[config.mk]
export PLATFORM = sky130hd
export DESIGN_NAME = garch_variance_recursion_top
export DESIGN_NICKNAME = d
export VERILOG_FILES = /design/src/hdl/garv_pkg.sv /design/src/hdl/garch_variance_recursion_top.sv /design/src/hdl/garv_seq.sv /design/src/hdl/garv_dp.sv
export SDC_FILE = /design/constraint.sdc
export NUM_CORES = 2
export LEC_CHECK = 0
export BUFFER_PORTS_ARGS = -buffer_cell sky130_fd_sc_hd__clkbuf_2
export CORE_UTILIZATION = 40
export CTS_CLUSTER_SIZE = 24
export DETAILED_ROUTE_END_ITERATION = 16
export GPL_TIMING_DRIVEN = 0
export PLACE_DENSITY = 0.65
export SLEW_MARGIN = 20
export SYNTH_ARGS = -nofsm -noshare
export SYNTH_HDL_FRONTEND = slang
export SYNTH_HIERARCHICAL = 1
export SYNTH_SLANG_ARGS = --single-unit
[constraint.sdc]
create_clock -name clk_i -period 16.1 [get_ports clk_i]
set_input_delay 0.805 -clock clk_i [delete_from_list [all_inputs] [get_ports clk_i]]
set_output_delay 0.805 -clock clk_i [all_outputs]
set_load 0.02 [all_outputs]
[src/hdl/garv_pkg.sv]
// ----------------------------------------------------------------------------
// GARCH variance recursion - package
// Payload types, register indexes and the microcode table of the sequencer.
// ----------------------------------------------------------------------------
package garv_pkg;

  localparam int NUM_COEF  = 3;
  localparam int FRAC_BITS = 15;
  localparam int VAR_W     = 32;
  localparam int COEF_W    = 16;
  localparam int RES_W     = 16;
  localparam int PROD_W    = COEF_W + VAR_W;
  localparam int ACC_W     = 52;
  localparam int STEP_W    = 3;
  localparam int CFG_IDX_W = 3;
  localparam int CFG_W     = 32;

  // Register indexes of the configuration port
  localparam logic [CFG_IDX_W-1:0] CFG_OMEGA  = 3'd0;
  localparam logic [CFG_IDX_W-1:0] CFG_ARCH1  = 3'd1;
  localparam logic [CFG_IDX_W-1:0] CFG_ARCH2  = 3'd2;
  localparam logic [CFG_IDX_W-1:0] CFG_ARCH3  = 3'd3;
  localparam logic [CFG_IDX_W-1:0] CFG_GARCH1 = 3'd4;
  localparam logic [CFG_IDX_W-1:0] CFG_GARCH2 = 3'd5;
  localparam logic [CFG_IDX_W-1:0] CFG_GARCH3 = 3'd6;

  typedef struct packed {
    logic signed [RES_W-1:0] residual;
    logic                    start_series;
  } garv_in_t;

  typedef struct packed {
    logic [VAR_W-1:0] variance;
    logic             saturated;
  } garv_out_t;

  // Condition a step waits on before it fires
  typedef enum logic [1:0] {
    COND_ALWAYS = 2'd0,
    COND_IN     = 2'd1,
    COND_OUT    = 2'd2
  } cond_e;

  // Multiplier operand pair
  typedef enum logic [2:0] {
    MUL_SQUARE = 3'd0,
    MUL_ARCH1  = 3'd1,
    MUL_ARCH2  = 3'd2,
    MUL_ARCH3  = 3'd3,
    MUL_GARCH1 = 3'd4,
    MUL_GARCH2 = 3'd5,
    MUL_GARCH3 = 3'd6,
    MUL_NONE   = 3'd7
  } mul_sel_e;

  // Accumulator operation
  typedef enum logic [1:0] {
    ACC_HOLD = 2'd0,
    ACC_LOAD = 2'd1,
    ACC_ADD  = 2'd2,
    ACC_DONE = 2'd3
  } acc_op_e;

  typedef struct packed {
    cond_e             cond;
    mul_sel_e          mul_sel;
    acc_op_e           acc_op;
    logic              capt_sq;
    logic              jump;
    logic [STEP_W-1:0] target;
  } ctrl_word_t;

  typedef struct packed {
    ctrl_word_t word;
    logic       fire;
  } garv_ctrl_t;

  localparam logic [STEP_W-1:0] STEP_START = 3'd0;

  // Microcode: one date per pass. The square is captured by the following step, and each weighted
  // product is accumulated by the following step; the last step rounds, clamps and retires.
  function automatic ctrl_word_t ucode_rom(input logic [STEP_W-1:0] step);
    ctrl_word_t w;
    w = '{cond: COND_ALWAYS, mul_sel: MUL_NONE, acc_op: ACC_HOLD,
          capt_sq: 1'b0, jump: 1'b0, target: STEP_START};
    unique case (step)
      3'd0: begin
        w.cond    = COND_IN;
        w.mul_sel = MUL_SQUARE;
        w.acc_op  = ACC_LOAD;
      end
      3'd1: begin
        w.mul_sel = MUL_ARCH1;
        w.capt_sq = 1'b1;
      end
      3'd2: begin
        w.mul_sel = MUL_ARCH2;
        w.acc_op  = ACC_ADD;
      end
      3'd3: begin
        w.mul_sel = MUL_ARCH3;
        w.acc_op  = ACC_ADD;
      end
      3'd4: begin
        w.mul_sel = MUL_GARCH1;
        w.acc_op  = ACC_ADD;
      end
      3'd5: begin
        w.mul_sel = MUL_GARCH2;
        w.acc_op  = ACC_ADD;
      end
      3'd6: begin
        w.mul_sel = MUL_GARCH3;
        w.acc_op  = ACC_ADD;
      end
      3'd7: begin
        w.cond   = COND_OUT;
        w.acc_op = ACC_DONE;
        w.jump   = 1'b1;
        w.target = STEP_START;
      end
      default: begin
        w.jump   = 1'b1;
        w.target = STEP_START;
      end
    endcase
    return w;
  endfunction

endpackage

[src/hdl/garch_variance_recursion_top.sv]
// The result of an accepted input appears on out_valid_o once the last microcode step retires it.
// No new input is taken until then; the single shared 16x32 multiplier forms the square
// and six weighted lags one per cycle, stepped by the microcode.
// Reset: asynchronous, active low; clears the configuration registers, delay lines,
// step counter and output valid.
// A stalled output holds the sequencer on its last step until the result is taken.
// ----------------------------------------------------------------------------
// GARCH variance recursion - top level
// GARCH(p,q) conditional variance, one residual in and one variance out.
// ----------------------------------------------------------------------------
module garch_variance_recursion_top #(
  parameter int ARCH_ORDER  = 3,
  parameter int GARCH_ORDER = 3
) (
  input  logic                          clk_i,
  input  logic                          rst_ni,
  input  logic                          cfg_we_i,
  input  logic [garv_pkg::CFG_IDX_W-1:0] cfg_idx_i,
  input  logic [garv_pkg::CFG_W-1:0]     cfg_wdata_i,
  input  logic                          in_valid_i,
  output logic                          in_ready_o,
  input  garv_pkg::garv_in_t            in_data_i,
  output logic                          out_valid_o,
  input  logic                          out_ready_i,
  output garv_pkg::garv_out_t           out_data_o
);
  import garv_pkg::*;

  garv_ctrl_t ctrl;
  garv_out_t  result;
  garv_out_t  out_data_q;
  logic       out_valid_q;
  logic       out_free;
  logic       done;

  assign out_free = !out_valid_q || out_ready_i;

  garv_seq u_seq (
    .clk_i      (clk_i),
    .rst_ni     (rst_ni),
    .in_valid_i (in_valid_i),
    .out_free_i (out_free),
    .ctrl_o     (ctrl),
    .in_ready_o (in_ready_o)
  );

  garv_dp #(
    .ARCH_ORDER  (ARCH_ORDER),
    .GARCH_ORDER (GARCH_ORDER)
  ) u_dp (
    .clk_i       (clk_i),
    .rst_ni      (rst_ni),
    .cfg_we_i    (cfg_we_i),
    .cfg_idx_i   (cfg_idx_i),
    .cfg_wdata_i (cfg_wdata_i),
    .ctrl_i      (ctrl),
    .in_data_i   (in_data_i),
    .result_o    (result),
    .done_o      (done)
  );

  // Output register: load on retire, drop once the transaction completes
  always_ff @(posedge clk_i or negedge rst_ni) begin
    if (!rst_ni) begin
      out_valid_q <= 1'b0;
    end else if (done) begin
      out_valid_q <= 1'b1;
    end else if (out_ready_i) begin
      out_valid_q <= 1'b0;
    end
  end

  always_ff @(posedge clk_i) begin
    if (done) begin
      out_data_q <= result;
    end
  end

  assign out_valid_o = out_valid_q;
  assign out_data_o  = out_data_q;

endmodule

[src/hdl/garv_seq.sv]
// ----------------------------------------------------------------------------
// GARCH variance recursion - microcode sequencer
// Step counter over the control table, with wait conditions and jumps.
// ----------------------------------------------------------------------------
module garv_seq (
  input  logic                clk_i,
  input  logic                rst_ni,
  input  logic                in_valid_i,
  input  logic                out_free_i,
  output garv_pkg::garv_ctrl_t ctrl_o,
  output logic                in_ready_o
);
  import garv_pkg::*;

  logic [STEP_W-1:0] step_q, step_d;
  ctrl_word_t        word;
  logic              fire;

  assign word = ucode_rom(step_q);

  always_comb begin
    unique case (word.cond)
      COND_IN:  fire = in_valid_i;
      COND_OUT: fire = out_free_i;
      default:  fire = 1'b1;
    endcase
  end

  // Hold the step until its condition is met, then advance or jump
  always_comb begin
    step_d = step_q;
    if (fire) begin
      step_d = word.jump ? word.target : step_q + STEP_W'(1);
    end
  end

  always_ff @(posedge clk_i or negedge rst_ni) begin
    if (!rst_ni) begin
      step_q <= STEP_START;
    end else begin
      step_q <= step_d;
    end
  end

  assign in_ready_o = (word.cond == COND_IN);
  assign ctrl_o     = '{word: word, fire: fire};

endmodule

[src/hdl/garv_dp.sv]
// ----------------------------------------------------------------------------
// GARCH variance recursion - datapath
// Coefficient registers, delay lines, shared multiplier and accumulator.
// ----------------------------------------------------------------------------
module garv_dp #(
  parameter int ARCH_ORDER  = 3,
  parameter int GARCH_ORDER = 3
) (
  input  logic                          clk_i,
  input  logic                          rst_ni,
  input  logic                          cfg_we_i,
  input  logic [garv_pkg::CFG_IDX_W-1:0] cfg_idx_i,
  input  logic [garv_pkg::CFG_W-1:0]     cfg_wdata_i,
  input  garv_pkg::garv_ctrl_t          ctrl_i,
  input  garv_pkg::garv_in_t            in_data_i,
  output garv_pkg::garv_out_t           result_o,
  output logic                          done_o
);
  import garv_pkg::*;

  logic [VAR_W-1:0]  omega_q;
  logic [COEF_W-1:0] arch_q  [NUM_COEF];
  logic [COEF_W-1:0] garch_q [NUM_COEF];

  logic [VAR_W-1:0]  sq_hist_q  [ARCH_ORDER];
  logic [VAR_W-1:0]  var_hist_q [GARCH_ORDER];
  logic [VAR_W-1:0]  sq_tap     [NUM_COEF];
  logic [VAR_W-1:0]  var_tap    [NUM_COEF];

  logic [RES_W-1:0]  res_u;
  logic [RES_W-1:0]  mag;
  logic [COEF_W-1:0] op_a;
  logic [VAR_W-1:0]  op_b;
  logic [PROD_W-1:0] prod_q;
  logic [VAR_W-1:0]  sq_new_q;
  logic [ACC_W-1:0]  acc_q, acc_d;
  logic [ACC_W-1:0]  sum;
  logic              sat;
  logic              clear_hist;

  // Configuration registers
  always_ff @(posedge clk_i or negedge rst_ni) begin
    if (!rst_ni) begin
      omega_q <= '0;
      for (int k = 0; k < NUM_COEF; k++) begin
        arch_q[k]  <= '0;
        garch_q[k] <= '0;
      end
    end else if (cfg_we_i) begin
      unique case (cfg_idx_i)
        CFG_OMEGA:  omega_q    <= cfg_wdata_i[VAR_W-1:0];
        CFG_ARCH1:  arch_q[0]  <= cfg_wdata_i[COEF_W-1:0];
        CFG_ARCH2:  arch_q[1]  <= cfg_wdata_i[COEF_W-1:0];
        CFG_ARCH3:  arch_q[2]  <= cfg_wdata_i[COEF_W-1:0];
        CFG_GARCH1: garch_q[0] <= cfg_wdata_i[COEF_W-1:0];
        CFG_GARCH2: garch_q[1] <= cfg_wdata_i[COEF_W-1:0];
        CFG_GARCH3: garch_q[2] <= cfg_wdata_i[COEF_W-1:0];
        default: ;
      endcase
    end
  end

  // Lags beyond the delay-line depth read as zero
  for (genvar k = 0; k < NUM_COEF; k++) begin : g_tap
    if (k < ARCH_ORDER) begin : g_sq
      assign sq_tap[k] = sq_hist_q[k];
    end else begin : g_sq_zero
      assign sq_tap[k] = '0;
    end
    if (k < GARCH_ORDER) begin : g_var
      assign var_tap[k] = var_hist_q[k];
    end else begin : g_var_zero
      assign var_tap[k] = '0;
    end
  end

  assign res_u = RES_W'(in_data_i.residual);
  assign mag   = res_u[RES_W-1] ? (~res_u + RES_W'(1)) : res_u;

  always_comb begin
    case (ctrl_i.word.mul_sel)
      MUL_SQUARE: begin op_a = mag;        op_b = VAR_W'(mag);  end
      MUL_ARCH1:  begin op_a = arch_q[0];  op_b = sq_tap[0];    end
      MUL_ARCH2:  begin op_a = arch_q[1];  op_b = sq_tap[1];    end
      MUL_ARCH3:  begin op_a = arch_q[2];  op_b = sq_tap[2];    end
      MUL_GARCH1: begin op_a = garch_q[0]; op_b = var_tap[0];   end
      MUL_GARCH2: begin op_a = garch_q[1]; op_b = var_tap[1];   end
      MUL_GARCH3: begin op_a = garch_q[2]; op_b = var_tap[2];   end
      default:    begin op_a = '0;         op_b = '0;           end
    endcase
  end

  // Final sum already carries the rounding offset from the load step
  assign sum = acc_q + ACC_W'(prod_q);
  assign sat = |sum[ACC_W-1:FRAC_BITS+VAR_W];

  always_comb begin
    case (ctrl_i.word.acc_op)
      ACC_LOAD: acc_d = {(ACC_W-VAR_W-FRAC_BITS)'(0), omega_q,
                         FRAC_BITS'(1) << (FRAC_BITS - 1)};
      ACC_ADD:  acc_d = sum;
      default:  acc_d = acc_q;
    endcase
  end

  always_ff @(posedge clk_i) begin
    if (ctrl_i.fire) begin
      prod_q <= op_a * op_b;
      acc_q  <= acc_d;
      if (ctrl_i.word.capt_sq) begin
        sq_new_q <= prod_q[VAR_W-1:0];
      end
    end
  end

  assign result_o.saturated = sat;
  assign result_o.variance  = sat ? {VAR_W{1'b1}} : sum[FRAC_BITS +: VAR_W];
  assign done_o     = ctrl_i.fire && (ctrl_i.word.acc_op == ACC_DONE);
  assign clear_hist = ctrl_i.fire && (ctrl_i.word.acc_op == ACC_LOAD)
                      && in_data_i.start_series;

  // Delay lines: clear on a series start, shift when a date retires
  always_ff @(posedge clk_i or negedge rst_ni) begin
    if (!rst_ni) begin
      for (int k = 0; k < ARCH_ORDER; k++) sq_hist_q[k] <= '0;
      for (int k = 0; k < GARCH_ORDER; k++) var_hist_q[k] <= '0;
    end else if (clear_hist) begin
      for (int k = 0; k < ARCH_ORDER; k++) sq_hist_q[k] <= '0;
      for (int k = 0; k < GARCH_ORDER; k++) var_hist_q[k] <= '0;
    end else if (done_o) begin
      for (int k = ARCH_ORDER - 1; k > 0; k--) sq_hist_q[k] <= sq_hist_q[k-1];
      for (int k = GARCH_ORDER - 1; k > 0; k--) var_hist_q[k] <= var_hist_q[k-1];
      sq_hist_q[0]  <= sq_new_q;
      var_hist_q[0] <= result_o.variance;
    end
  end

endmodule

==> impl_metrics.csv <==
group,metric,value,unit
global_route,grt_overflow_total,0,
routing,routed_via_density,5.73,
die,fp-row-count,113,
synthesis,synth_area_per_cell,10.3,um2
critical_path,critPathLaunchType,"flop",
clock_network,post_cts_buffers,0,
global_route,grt_start_max_net_pins,90,
clock_network,cts_buffer_depth,3,
timing,relSlewSlack,19.4,%
timing,slew_viol_final,0,
routing,drc,0,
clock_network,clkSinkCount,489,
synthesis,ys_warn_count,6,
timing,hold_viol,0,
global_route,grt_pass1_vias,29813,
placed_design,gp_congestion,0.985,
routing,dr_total_vias,29803,
critical_path,crit_buf_inv,12,
timing,final.setup_skew,0.0399,ns
timing,rsz0062_at_grt,"no",
routing,wl_met1,52000,um
critical_path,crit_family,"buffers and inverters",
critical_path,crit_path_end_kind,"flop",
routing,first_pass_iters,6,
global_route,antenna_found_initial,3,
flow_run,maxCapViolations,0,
critical_path,crit_path_top_delay_cell,"clkbuf_1",
routing,drtIter0Drc,3319,
global_route,track_usage,25.9,%
die,die_area,97400,um2
routing,avgRoutedWirePerCell,24.1,um
final_layout,drive_above_1_share,9.40,%
critical_path,cp_max_fo,10,
timing,fin_crit_sh,75.2,%
routing,routed_wl,125000,um
clock_network,cts_buffers,47,
critical_path,crit_type,"flop to flop",
die,die_y,312,um
clock_network,clock_latency,0.60,ns
critical_path,critPathRequiredTime,16.42,ns
synthesis,synth_cells,3746,
outcome,status,"complete, no violations",
min_path,holdCritPathClass,"input port to async pin",
clock_network,cts_max_level,2,
die,die_w,312,um
final_layout,fillers,9082,
final_layout,multi_input_area,22700,um2
timing,setup_violations,0,
final_layout,nets,4552,
routing,met2_wirelength,56400,um
placed_design,portBuffers,89,
routing,wl_met3,11900,um
timing,fmax,82.6,MHz
timing,layout_min_cycle_time,12.11,ns
final_layout,seq_area,13100,um2
final_layout,fin_util,44.6,%
clock_network,root_buffer,"clkbuf_16",
synthesis,syn_nets,4400,
die,core_area,95200,um2
critical_path,rrSetupSlack,3.99,ns
timing,fin_setup_tns,0,ns
critical_path,worst_path_largest_cell_delay,0.79,ns
critical_path,r2r-start,"u_seq/step_q[0]",
routing,top_layer_used,"met5",
final_layout,syn_to_final_growth,10.4,%
synthesis,netlist_area,38400,um2
clock_network,hold_buffers,0,
clock_network,cts_tree,"built",
clock_network,cts_resized,0,
global_route,grt_pass1_wl,190000,um
timing,tightest_slew,1.21,ns
critical_path,r2r_cells,35,
clock_network,cts.clk_slew.worst_paths,0.07,ns
die,initial_core_util,40.4,%
routing,ant_nets,0,
critical_path,r2r-end,"u_dp/prod_q[44]",
die,io_pins,92,
placed_design,dp_hpwl,98900,um
critical_path,crit_arrival,12.42,ns
==> worst max-delay path by stage <==
stage,start,endpoint,slack (ns),cells after the start
6_report,u_seq/step_q[0],u_dp/prod_q[44],3.99,35
5_1_grt,u_seq/step_q[0],u_dp/prod_q[47],3.45,35
4_1_cts,u_seq/step_q[0],u_dp/prod_q[44],4.03,36
3_5_place_dp,u_seq/step_q[0],u_dp/prod_q[44],4.11,35
3_3_place_gp,u_seq/step_q[0],u_dp/prod_q[44],4.01,35
2_1_floorplan,u_seq/step_q[0],u_dp/prod_q[47],7.30,35
==> layer usage <==
metal	up-vias	GRT usage, %
met3	250	5.36
met1	15281	36.0
met4	2	9.18
li1	12809	-
met5	-	0.145
met2	1461	39.9
==> sequential cells by signal, indices dropped and copies added, names as in the netlist <==
signal,flops
u_dp/prod_q,48
u_dp/sq_new_q,32
u_dp/acc_q,52
out_valid_o,1
u_seq/step_q,3
u_dp/omega_q,32
u_dp/garch_q,48
u_dp/sq_hist_q,96
u_dp/var_hist_q,96
u_dp/arch_q,48
out_data_o,33
==> worst register-to-register path: cells and delay by family (launching register included) <==
kind | cells | cell delay [ns]
compound gates | 9 | 2.77
xor+xnor | 1 | 0.18
fa+ha+maj | 8 | 3.55
buf+inv | 12 | 3.66
flops | 1 | 0.45
simple gates | 5 | 1.24
==> metrics by stage <==
stage	std cells	setup WS, ns	cell area (um2)	hold slack (ns)
after global placement	5100	4.01	40500	0.451
after global routing	5202	3.45	42500	0.218
final	5204	3.99	42500	0.192
after detailed placement	5114	4.11	40800	0.453
after CTS	5202	4.03	42400	0.198
after floorplan	3746	7.30	38400	0.433
==> area by class of cell <==
cell class                 instances  area share [%]
antenna                            2          0.0118
buffer                           200            1.88
clock buffer                      66            3.23
clock inverter                    22           0.725
inverter                         506            4.47
multi-input combinational       2551            53.6
sequential                       489            30.8
tap                             1265            3.73
timing repair buffer             103            1.63
==> placed cells by master (no fill, tap or decap), types with 61 or more instances in the layout <==
master,instances
nor2_1,197
mux2_2,146
ha_1,178
xnor2_1,61
and2_1,66
edfxtp_1,165
clkbuf_1,186
a21oi_1,125
dfrtp_1,324
clkbuf_2,88
fa_1,419
nand2_1,536
a22oi_1,133
inv_1,505
o21ai_0,66
a22o_1,148
Power is left out: the tool's default activity adds up to more than one toggle a clock period on the data nets, which glitch-free logic cannot reach.
